<file path="src/rtl/blf_pkg.sv">
// ----------------------------------------------------------------------------
// blf_pkg
// Shared constants and types of the binary 3x3 lookup filter.
// ----------------------------------------------------------------------------
package blf_pkg;

  // Default frame limits
  localparam int DEF_MAX_WIDTH  = 256;
  localparam int DEF_MAX_HEIGHT = 256;

  // Lookup table: 512 one-bit entries held in eight 64-bit words
  localparam int TABLE_WORDS   = 8;
  localparam int TABLE_WORD_W  = 64;
  localparam int TABLE_SEL_W   = 3;
  localparam int TABLE_BIT_W   = 6;
  localparam int LUT_INDEX_W   = TABLE_SEL_W + TABLE_BIT_W;

  // Configuration port
  localparam int CFG_INDEX_W   = 4;
  localparam logic [CFG_INDEX_W-1:0] REG_TABLE_WORD_0 = 4'd0;
  localparam logic [CFG_INDEX_W-1:0] REG_TABLE_WORD_7 = 4'd7;

  // Stream widths and coordinate width
  localparam int COORD_W       = 8;
  localparam int IN_TDATA_W    = 8;
  localparam int OUT_TDATA_W   = 24;

  // Window shift control: one column triple {top, middle, bottom}
  typedef struct packed {
    logic       shift;
    logic [2:0] col;
  } win_in_t;

endpackage

</file>
<file path="src/rtl/blf_line_store.sv">
// ----------------------------------------------------------------------------
// blf_line_store
// Two line stores in one memory: bit 1 is the older row, bit 0 the newer.
// Registered read with forwarding of a same-address write.
// ----------------------------------------------------------------------------
module blf_line_store #(
  parameter int MAX_WIDTH = blf_pkg::DEF_MAX_WIDTH,
  parameter int AW        = $clog2(MAX_WIDTH)
) (
  input  logic          clk,
  input  logic          rd_en,
  input  logic [AW-1:0] rd_addr,
  input  logic          wr_en,
  input  logic [AW-1:0] wr_addr,
  input  logic [1:0]    wr_data,
  output logic [1:0]    rd_data
);

  logic [1:0] mem [MAX_WIDTH];
  logic [1:0] mem_q;
  logic       fwd_hit;
  logic [1:0] fwd_data;

  // Write port and registered read port
  always_ff @(posedge clk) begin
    if (wr_en) begin
      mem[wr_addr] <= wr_data;
    end
    if (rd_en) begin
      mem_q <= mem[rd_addr];
    end
  end

  // Capture a write that lands on the address being read
  always_ff @(posedge clk) begin
    if (rd_en) begin
      fwd_hit  <= wr_en && (wr_addr == rd_addr);
      fwd_data <= wr_data;
    end
  end

  assign rd_data = fwd_hit ? fwd_data : mem_q;

endmodule

</file>
<file path="src/rtl/blf_table.sv">
// ----------------------------------------------------------------------------
// blf_table
// Lookup table registers written over the config port, one-bit lookup.
// ----------------------------------------------------------------------------
module blf_table (
  input  logic                                 clk,
  input  logic                                 rst,
  input  logic                                 cfg_wr,
  input  logic [blf_pkg::CFG_INDEX_W-1:0]      cfg_index,
  input  logic [blf_pkg::TABLE_WORD_W-1:0]     cfg_data,
  input  logic [blf_pkg::LUT_INDEX_W-1:0]      lut_index,
  output logic                                 lut_bit
);

  logic [blf_pkg::TABLE_WORD_W-1:0] table_word [blf_pkg::TABLE_WORDS];

  // Write a table word; drop writes beyond the last word
  always_ff @(posedge clk) begin
    if (rst) begin
      for (int i = 0; i < blf_pkg::TABLE_WORDS; i++) begin
        table_word[i] <= '0;
      end
    end else if (cfg_wr && cfg_index <= blf_pkg::REG_TABLE_WORD_7) begin
      table_word[cfg_index[blf_pkg::TABLE_SEL_W-1:0]] <= cfg_data;
    end
  end

  // Select word by the high index bits, bit by the low ones
  assign lut_bit = table_word[lut_index[blf_pkg::LUT_INDEX_W-1:blf_pkg::TABLE_BIT_W]]
                             [lut_index[blf_pkg::TABLE_BIT_W-1:0]];

endmodule

</file>
<file path="src/rtl/blf_window.sv">
// ----------------------------------------------------------------------------
// blf_window
// Holds the two previous column triples and forms the 9-bit window index.
// ----------------------------------------------------------------------------
module blf_window (
  input  logic                            clk,
  input  logic                            rst,
  input  blf_pkg::win_in_t                win_in,
  output logic [blf_pkg::LUT_INDEX_W-1:0] lut_index
);

  logic [5:0] window_bits;
  logic [2:0] col_a;
  logic [2:0] col_b;

  // Shift in the current column triple
  always_ff @(posedge clk) begin
    if (rst) begin
      window_bits <= '0;
    end else if (win_in.shift) begin
      window_bits <= {window_bits[2:0], win_in.col};
    end
  end

  // Column c-2 is col_a, column c-1 is col_b; top-left lands in bit 8
  assign col_a = window_bits[5:3];
  assign col_b = window_bits[2:0];
  assign lut_index = {col_a[2], col_b[2], win_in.col[2],
                      col_a[1], col_b[1], win_in.col[1],
                      col_a[0], col_b[0], win_in.col[0]};

endmodule

</file>
<file path="src/rtl/binary_3x3_lut_filter.sv">
// ----------------------------------------------------------------------------
// binary_3x3_lut_filter
// Path: an accepted pixel and its line store read are registered in stage 1,
// then window and table select feed the output register.
// Throughput: one pixel per cycle while the output is not stalled; the registered
// line store read sets the two-stage depth.
// Reset: counters, window and table words clear; line stores are not cleared.
// ----------------------------------------------------------------------------
module binary_3x3_lut_filter #(
  parameter int MAX_WIDTH  = blf_pkg::DEF_MAX_WIDTH,
  parameter int MAX_HEIGHT = blf_pkg::DEF_MAX_HEIGHT
) (
  input  logic                               clk,
  input  logic                               rst,
  // Input pixel stream
  input  logic                               s_axis_tvalid,
  output logic                               s_axis_tready,
  input  logic [blf_pkg::IN_TDATA_W-1:0]     s_axis_tdata,  // [0] pixel_in
  input  logic                               s_axis_tlast,  // frame_end
  input  logic                               s_axis_tuser,  // row_end
  // Output pixel stream
  output logic                               m_axis_tvalid,
  input  logic                               m_axis_tready,
  output logic [blf_pkg::OUT_TDATA_W-1:0]    m_axis_tdata,  // [0] pixel_out,
                                                            // [8:1] out_row,
                                                            // [16:9] out_col
  output logic                               m_axis_tlast,  // frame_last
  // Configuration write channel
  input  logic                               cfg_valid,
  output logic                               cfg_ready,
  input  logic [blf_pkg::CFG_INDEX_W-1:0]    cfg_index,
  input  logic [blf_pkg::TABLE_WORD_W-1:0]   cfg_data
);

  localparam int AW = $clog2(MAX_WIDTH);
  localparam int CW = $clog2(MAX_WIDTH + 1);
  localparam int RW = $clog2(MAX_HEIGHT + 1);

  logic          in_accept;
  logic [CW-1:0] column_count;
  logic [RW-1:0] row_count;

  logic          s1_valid;
  logic          s1_pix;
  logic          s1_fend;
  logic          s1_inrange;
  logic [CW-1:0] s1_col;
  logic [RW-1:0] s1_row;
  logic          s1_emit;
  logic          s1_advance;

  logic [1:0]    store_rd;
  logic          store_wr;
  logic [blf_pkg::LUT_INDEX_W-1:0] lut_index;
  logic          lut_bit;
  blf_pkg::win_in_t win_in;

  logic [RW+blf_pkg::COORD_W-1:0] row_ext;
  logic [CW+blf_pkg::COORD_W-1:0] col_ext;

  logic                        out_valid;
  logic                        out_pix;
  logic [blf_pkg::COORD_W-1:0] out_row;
  logic [blf_pkg::COORD_W-1:0] out_col;
  logic                        out_last;

  assign in_accept     = s_axis_tvalid && s_axis_tready;
  assign s_axis_tready = !s1_valid || s1_advance;
  assign cfg_ready     = 1'b1;

  // Advance column and row counters on each accepted pixel
  always_ff @(posedge clk) begin
    if (rst) begin
      column_count <= '0;
      row_count    <= '0;
    end else if (in_accept) begin
      if (s_axis_tlast) begin
        column_count <= '0;
        row_count    <= '0;
      end else if (s_axis_tuser) begin
        column_count <= '0;
        if (row_count < RW'(MAX_HEIGHT)) begin
          row_count <= row_count + RW'(1);
        end
      end else if (column_count < CW'(MAX_WIDTH)) begin
        column_count <= column_count + CW'(1);
      end
    end
  end

  // Stage 1 valid: load on accept, drop when it moves on
  always_ff @(posedge clk) begin
    if (rst) begin
      s1_valid <= 1'b0;
    end else if (in_accept) begin
      s1_valid <= 1'b1;
    end else if (s1_advance) begin
      s1_valid <= 1'b0;
    end
  end

  // Stage 1 payload, aligned with the line store read data
  always_ff @(posedge clk) begin
    if (in_accept) begin
      s1_pix     <= s_axis_tdata[0];
      s1_fend    <= s_axis_tlast;
      s1_col     <= column_count;
      s1_row     <= row_count;
      s1_inrange <= (column_count < CW'(MAX_WIDTH)) && (row_count < RW'(MAX_HEIGHT));
    end
  end

  assign s1_emit    = s1_inrange && (s1_row >= RW'(2)) && (s1_col >= CW'(2));
  assign s1_advance = s1_valid && (!s1_emit || !out_valid || m_axis_tready);
  assign store_wr   = s1_advance && s1_inrange;

  blf_line_store #(
    .MAX_WIDTH (MAX_WIDTH),
    .AW        (AW)
  ) u_line_store (
    .clk     (clk),
    .rd_en   (in_accept),
    .rd_addr (column_count[AW-1:0]),
    .wr_en   (store_wr),
    .wr_addr (s1_col[AW-1:0]),
    .wr_data ({store_rd[0], s1_pix}),
    .rd_data (store_rd)
  );

  // Current column triple {top, middle, bottom}
  assign win_in.shift = store_wr;
  assign win_in.col   = {store_rd[1], store_rd[0], s1_pix};

  blf_window u_window (
    .clk       (clk),
    .rst       (rst),
    .win_in    (win_in),
    .lut_index (lut_index)
  );

  blf_table u_table (
    .clk       (clk),
    .rst       (rst),
    .cfg_wr    (cfg_valid && cfg_ready),
    .cfg_index (cfg_index),
    .cfg_data  (cfg_data),
    .lut_index (lut_index),
    .lut_bit   (lut_bit)
  );

  // Coordinates of the window center, low bits kept
  assign row_ext = {{blf_pkg::COORD_W{1'b0}}, s1_row} - (RW + blf_pkg::COORD_W)'(1);
  assign col_ext = {{blf_pkg::COORD_W{1'b0}}, s1_col} - (CW + blf_pkg::COORD_W)'(1);

  // Output register valid
  always_ff @(posedge clk) begin
    if (rst) begin
      out_valid <= 1'b0;
    end else if (s1_advance && s1_emit) begin
      out_valid <= 1'b1;
    end else if (m_axis_tready) begin
      out_valid <= 1'b0;
    end
  end

  // Output register payload
  always_ff @(posedge clk) begin
    if (s1_advance && s1_emit) begin
      out_pix  <= lut_bit;
      out_row  <= row_ext[blf_pkg::COORD_W-1:0];
      out_col  <= col_ext[blf_pkg::COORD_W-1:0];
      out_last <= s1_fend;
    end
  end

  assign m_axis_tvalid = out_valid;
  assign m_axis_tdata  = {7'd0, out_col, out_row, out_pix};
  assign m_axis_tlast  = out_last;

  // An empty stage 1 always takes a pixel
  assert property (@(posedge clk) disable iff (rst) !s1_valid |-> s_axis_tready)
    else $error("input stalled with stage 1 empty");

  // A frame-end pixel returns both counters to zero
  assert property (@(posedge clk) disable iff (rst)
    in_accept && s_axis_tlast |=> column_count == '0 && row_count == '0)
    else $error("counters not cleared after frame end");

  // Counters never pass the frame limits
  assert property (@(posedge clk) disable iff (rst)
    column_count <= CW'(MAX_WIDTH) && row_count <= RW'(MAX_HEIGHT))
    else $error("counter beyond frame limit");

  // A result waiting on a stalled output holds stage 1
  assert property (@(posedge clk) disable iff (rst)
    s1_valid && s1_emit && out_valid && !m_axis_tready |=> s1_valid)
    else $error("stage 1 lost a pending result");

endmodule
</file>
<file path="config.mk">
export PLATFORM = sky130hd
export DESIGN_NAME = binary_3x3_lut_filter
export DESIGN_NICKNAME = d
export VERILOG_FILES = /design/src/rtl/blf_pkg.sv /design/src/rtl/blf_line_store.sv /design/src/rtl/blf_table.sv /design/src/rtl/blf_window.sv /design/src/rtl/binary_3x3_lut_filter.sv
export SDC_FILE = /design/constraint.sdc
export NUM_CORES = 1
export LEC_CHECK = 0
export BUFFER_PORTS_ARGS = -buffer_cell sky130_fd_sc_hd__buf_2
export CELL_PAD_IN_SITES_DETAIL_PLACEMENT = 1
export CELL_PAD_IN_SITES_GLOBAL_PLACEMENT = 2
export CORE_UTILIZATION = 40
export DETAILED_ROUTE_END_ITERATION = 12
export GPL_TIMING_DRIVEN = 1
export PLACE_DENSITY = 0.79
export SYNTH_ARGS = -nofsm -noshare
export SYNTH_HDL_FRONTEND = slang
export SYNTH_SLANG_ARGS = --single-unit
</file>
<file path="constraint.sdc">
create_clock -name clk -period 4.8 [get_ports clk]
set_input_delay 0.96 -clock clk [delete_from_list [all_inputs] [get_ports clk]]
set_output_delay 0.96 -clock clk [all_outputs]
set_load 0.05 [all_outputs]
</file>
==> reports/metrics.csv, run 1 <==
stage,metric,value,unit
clock_tree,post-cts sizing count,0,
sta,post-route clock period utilization,80.9,%
drt,vias after detailed routing,27500,
power_and_ir_drop,Max VDD drop,0.361,mV
floorplanning,core area,116000,µm²
clock_tree,root buffer cell,clkbuf_16,
floorplanning,Initial Util,40.4,%
floorplanning,IO Pins,111,
global_routing,vias in the first global route,29300,
global_routing,GR Util All Layers,21.5,%
clock_tree,H-tree lvl count,3,
final_layout,"commonest cells after routing, fill and taps aside","1068 x edfxtp_1, 513 x and2_1, 424 x nand2_1",
sta,Period minus WS final,3880,ps
sta,hold_ws,425,ps
drt,Final ANT Viol Nets,0,
clock_tree,total CTS buffers,116,
final_layout,Nets,3444,
setup_path,top fanout value on the critical path,5,
global_routing,initial antenna violation count,22,
final_layout,layout cells sized above 1,16.1,%
job,max cap viols,0,
drt,DRT Wirelength,128,mm
place,count of input and output buffers,95,
final_layout,utilization after layout,45.8,%
drt,wire length per cell,25.6,µm
power_and_ir_drop,pwr dens,393,nW/µm²
sta,Setup TNS,0,ps
sta,highest clock rate,258,MHz
place,Place WS,997,ps
setup_path,crit-path cells,inv_1 -> ha_1 -> or4_1 -> nor3_2 -> nor2_1 -> nand4_1 -> buf_2,
final_layout,Area Overhead vs Synth,13.2,%
clock_tree,CTS Hold Buffers Added,0,
clock_tree,clock slew at reported path FFs,70,ps
logic_synthesis,#FFs+latches synth,1094,
logic_synthesis,Mapped Area,47000,µm²
sta,max-slew violations,0,
clock_tree,CTS sink cnt,1094,
power_and_ir_drop,Final Power,20.9,mW
place,Post-Place Cell Area,49500,µm²
setup_path,crit start category,register,
setup_path,critical path capture point type,output port,
place,gpl congestion,0.760,
logic_synthesis,cell taking the most area after synthesis,edfxtp_1,
drt,vias per inst,5.52,
clock_tree,"Clk Latency, worst-skew pair",730,ps
run_status,status,"finished, final reports clean",
sta,clock skew,79.8,ps
logic_synthesis,Yosys cell types,54,
final_layout,"commonest non-fill, non-tap cell in the layout",edfxtp_1,
setup_path,CP bufs+invs,2,
sta,Worst-Margin Slew,1150,ps
global_routing,largest net degree at the start of global routing,116,
logic_synthesis,Post-Syn Instances,3274,
floorplanning,die width,345,µm
clock_tree,CTS tree,done,
power_and_ir_drop,P_leak,17.7,nW
floorplanning,# rows,125,
logic_synthesis,Post-synth EDFFs,1068,
drt,DR iter-0 viols,2036,
logic_synthesis,Synth warnings,0,
sta,final hold violation count,0,
setup_path,slowest CP cell,or4_1,
min_path,HP Class,reg2reg,
clock_tree,setup bufs post-CTS,0,
final_layout,Finished Layout Cells,4978,
place,half-perimeter wire length after placement,72.7,mm
clock_tree,clock buffer depth,3,
logic_synthesis,Synth async-reset ratio,0,%
setup_path,crit-path max cell delay,580,ps
logic_synthesis,Yosys top cell area share,68.2,%
floorplanning,die footprint,119000,µm²
floorplanning,Die H,345,µm
sta,RSZ-0062 raised after global routing,no,
setup_path,Worst Path Required,3840,ps
place,Post-Place Cells,4758,
logic_synthesis,"Seq/Total Area, Yosys",69.3,%
logic_synthesis,synthesized area per cell,14.4,µm²
drt,DRC,0,
logic_synthesis,Synth Flop Type,edfxtp_1,
drt,DRT Pass-1 Iters,5,
final_layout,design area,53300,µm²
global_routing,grt ovf,0,
sta,Max transition margin,23.6,%
setup_path,"Arr. time, crit path",2920,ps
sta,final setup violation count,0,
sta,final worst slack,919,ps
global_routing,first-pass GRT wire length,188,mm
setup_path,WS Path Type,reg2out,
setup_path,"delay-heaviest family, CP",simple AND/OR/NAND/NOR gates,
logic_synthesis,largest cells by area after synthesis,"edfxtp_1 68%, mux4_2 8.3%, and2_1 6.8%, nand2_1 3.4%, nor2_1 2.4%",
## power by group
| group | total (mW) | switching (mW) | internal, mW |
|---|---|---|---|
| combinational | 1.25 | 0.850 | 0.401 |
| clock | 8.79 | 3.80 | 4.99 |
| sequential | 10.9 | 0.109 | 10.8 |
## cell usage after synthesis, types with 10 or more instances
cell and count:
dfxtp_1 26, and3_1 17, edfxtp_1 1068, buf_4 19, a22oi_1 17, clkbuf_1 169, nand2_1 424, mux4_2 173
inv_1 17, buf_1 10, buf_2 31, a31oi_1 60, and2_1 514, nor2_1 305, a32oi_1 14, nand4_1 52
xor2_1 22, nor3_1 15, xnor2_1 10, nand3_1 143, a21oi_1 14, mux2i_1 61
## cell type report
| cell class | count | area, µm² |
|---|---|---|
| flip-flops and latches | 1094 | 32600 |
| multi-input cells | 1935 | 13500 |
| fillers | 11500 | 63100 |
| repair buffers | 188 | 1420 |
| diodes | 4 | 10.0 |
| clock inverters | 77 | 742 |
| inverters | 17 | 68.8 |
| well taps | 1524 | 1910 |
| clock buffers | 139 | 2990 |
## worst register-to-register path, cell delays in order (launching register included)
cell and delay [ps]:
edfxtp_1 440, inv_1 160, ha_1 300, or4_1 580, nor3_2 170, nor2_1 110
a21oi_2 390, and3_1 300, nand2_1 360, buf_4 380, nor2_1 200
## metal layers
layer / GRT usage [%] / wire, µm / vias up
met4: 6.31 / 3150 / 12
met1: 26.5 / 51100 / 14400
met5: 0 / 80 / -
li1: - / - / 12200
met3: 3.28 / 6310 / 214
met2: 38.8 / 66900 / 714
## sequential cells by signal, summed over array words and instances (netlist names)
signal and flops:
out_pix 1, u_line_store.mem_q 2, m_axis_tvalid 1, row_count 9, m_axis_tlast 1, u_line_store.fwd_hit 1, s1_col 9, s1_pix 1
u_line_store.fwd_data 2, s1_inrange 1, s1_row 9, out_col 8, u_table.table_word 512, u_window.window_bits 6, out_row 8, column_count 9
u_line_store.mem 512, s1_fend 1, s1_valid 1
## final timing paths
kind | from | end | slack (ps) | depth (start not counted)
max | s1_col[0] | s_axis_tready | 920 | 7
min | s1_fend | m_axis_tlast | 420 | 0
max reg2reg | s1_col[0] | u_line_store.mem[142][1] | 1050 | 10
min reg2reg | s1_fend | m_axis_tlast | 420 | 0
## kinds of logic after synthesis
group	count (synthesis)	synth area share (%)
simple gates	1517	16.0
flops	1094	69.3
buf+inv	251	2.32
mux	236	9.63
compound gates	133	1.96
xor+xnor	32	0.596
fa+ha+maj	9	0.239
other cells	2	0.0160
Power figures use the tool's default switching activity.
==> run 2, diff against run 1 <==
--- a/config.mk
+++ b/config.mk
@@ -11,7 +11,7 @@
 export CORE_UTILIZATION = 40
 export DETAILED_ROUTE_END_ITERATION = 12
 export GPL_TIMING_DRIVEN = 1
-export PLACE_DENSITY = 0.79
+export PLACE_DENSITY = 0.76
 export SYNTH_ARGS = -nofsm -noshare
 export SYNTH_HDL_FRONTEND = slang
 export SYNTH_SLANG_ARGS = --single-unit
==> constraint.sdc (replaced) <==
create_clock -name clk -period 3.8 [get_ports clk]
set_input_delay 0.76 -clock clk [delete_from_list [all_inputs] [get_ports clk]]
set_output_delay 0.76 -clock clk [all_outputs]
set_load 0.05 [all_outputs]
==> reports/metrics.csv, run 2 (synthesized netlist as in run 1, its figures left out) <==
stage,metric,value,unit
setup_path,reg2reg start,u_line_store.fwd_hit,
sta,clock skew,54.1,ps
power_and_ir_drop,Final Power,26.3,mW
drt,DRT Pass-1 Iters,5,
drt,wire length per cell,26.5,µm
setup_path,"Arr. time, crit path",4320,ps
global_routing,grt ovf,0,
global_routing,vias in the first global route,30000,
clock_tree,"Clk Latency, worst-skew pair",730,ps
drt,vias after detailed routing,27900,
sta,hold_ws,205,ps
setup_path,critical path capture point type,register,
place,half-perimeter wire length after placement,77.0,mm
final_layout,largest registers,"u_line_store.mem: 512 flops, u_table.table_word: 512 flops",
sta,final hold violation count,0,
final_layout,"commonest cells after routing, fill and taps aside","1068 x edfxtp_1, 513 x and2_1, 424 x nand2_1",
final_layout,utilization after layout,46.1,%
clock_tree,total CTS buffers,116,
setup_path,crit start category,register,
sta,post-route clock period utilization,97.8,%
drt,DRC,0,
setup_path,cell count of the worst reg-to-reg path,11,
min_path,HP Class,in2reg,
final_layout,"commonest non-fill, non-tap cell in the layout",edfxtp_1,
drt,DRT Wirelength,133,mm
clock_tree,H-tree lvl count,3,
clock_tree,CTS sink cnt,1094,
clock_tree,CTS tree,done,
setup_path,Crit. Startpoint,u_line_store.fwd_hit,
job,max cap viols,0,
place,Post-Place Cells,4786,
sta,Worst-Margin Slew,1240,ps
global_routing,GR Util All Layers,22.3,%
floorplanning,die width,345,µm
global_routing,initial antenna violation count,18,
power_and_ir_drop,pwr dens,490,nW/µm²
floorplanning,core area,116000,µm²
setup_path,WS Path Type,reg2reg,
drt,DR iter-0 viols,2360,
sta,highest clock rate,269,MHz
final_layout,design area,53600,µm²
floorplanning,Initial Util,40.4,%
power_and_ir_drop,Max VDD drop,0.406,mV
drt,vias per inst,5.58,
setup_path,Reg2Reg Setup Slack,80,ps
place,count of input and output buffers,95,
place,gpl congestion,0.774,
floorplanning,Die H,345,µm
place,Place WS,-182,ps
sta,Period minus WS final,3720,ps
sta,RSZ-0062 raised after global routing,no,
clock_tree,root buffer cell,clkbuf_16,
setup_path,Worst Path Required,4410,ps
final_layout,layout cells sized above 1,17.1,%
run_status,status,"finished, final reports clean",
sta,max-slew violations,0,
setup_path,critical path endpoint,out_pix,
floorplanning,IO Pins,111,
setup_path,Reg-to-Reg End,out_pix,
sta,Setup TNS,0,ps
sta,Max transition margin,17.3,%
final_layout,Finished Layout Cells,5012,
setup_path,top fanout value on the critical path,44,
power_and_ir_drop,P_leak,17.9,nW
floorplanning,# rows,125,
drt,Final ANT Viol Nets,0,
global_routing,first-pass GRT wire length,195,mm
clock_tree,clock buffer depth,3,
global_routing,largest net degree at the start of global routing,123,
sta,final worst slack,83.6,ps
floorplanning,die footprint,119000,µm²
place,Post-Place Cell Area,49900,µm²
clock_tree,clock slew at reported path FFs,60,ps
sta,final setup violation count,0,
final_layout,Area Overhead vs Synth,14.0,%
final_layout,Nets,3479,
==> run 2: changes by cell type in the layout (fill, tap and decap cells not counted), sizes merged <==
cell and change:
mux2 +1, bufinv -7, buf +33, inv -3, clkinvlp +2, clkinv +2
diode +1, clkbuf +5
==> run 2: cell type report <==
| cell class | count | area, µm² |
|---|---|---|
| multi-input combinational | 1936 | 13500 |
| tap | 1524 | 1910 |
| inverter | 17 | 68.8 |
| timing repair buffer | 222 | 1860 |
| sequential | 1094 | 32600 |
| fill | 11600 | 62700 |
| clock inverter | 71 | 546 |
| antenna | 5 | 12.5 |
| clock buffer | 143 | 3110 |
==> run 2: worst min-delay path by stage <==
stage	from	to	depth (start not counted)
floorplan	s1_fend	m_axis_tlast	0
global placement	s1_fend	m_axis_tlast	0
finish	s_axis_tdata[0]	s1_pix	1
CTS	s_axis_tdata[0]	s1_pix	1
detailed placement	s1_fend	m_axis_tlast	0
global route	s_axis_tdata[0]	s1_pix	1
==> run 2: power by group <==
group          internal [mW]  switching (mW)
Combinational          0.548            1.12
Clock                   6.02            4.86
Sequential              13.6           0.129
==> run 2: worst max-delay path, stage by stage, from the launching register on <==
cell	delay (ps)
edfxtp_1	510
mux2_8	460
buf_12	310
nand2_1	90
a32o_1	260
o31ai_1	300
and4b_1	280
nor4_2	520
buf_4	200
a31oi_1	40
o211ai_1	390
buf_4	220
==> run 2: per-layer routing <==
layer | part of all wire [%] | GRT usage [%] | vias to the layer above
li1 | - | - | 12200
met1 | 41 | 28.4 | 14700
met2 | 51 | 39.3 | 741
met3 | 5.2 | 3.31 | 229
met4 | 2.7 | 6.50 | 10
met5 | 0.052 | 0 | -
==> run 2: timing repair <==
item / in CTS / in global routing
setup buffers: 3 / 3
cloned: 0 / 1
setup endpoints to repair: 1 / 2
hold buffers: 0 / 0
gates resized for setup: 2 / 1
pin swaps: 1 / 1
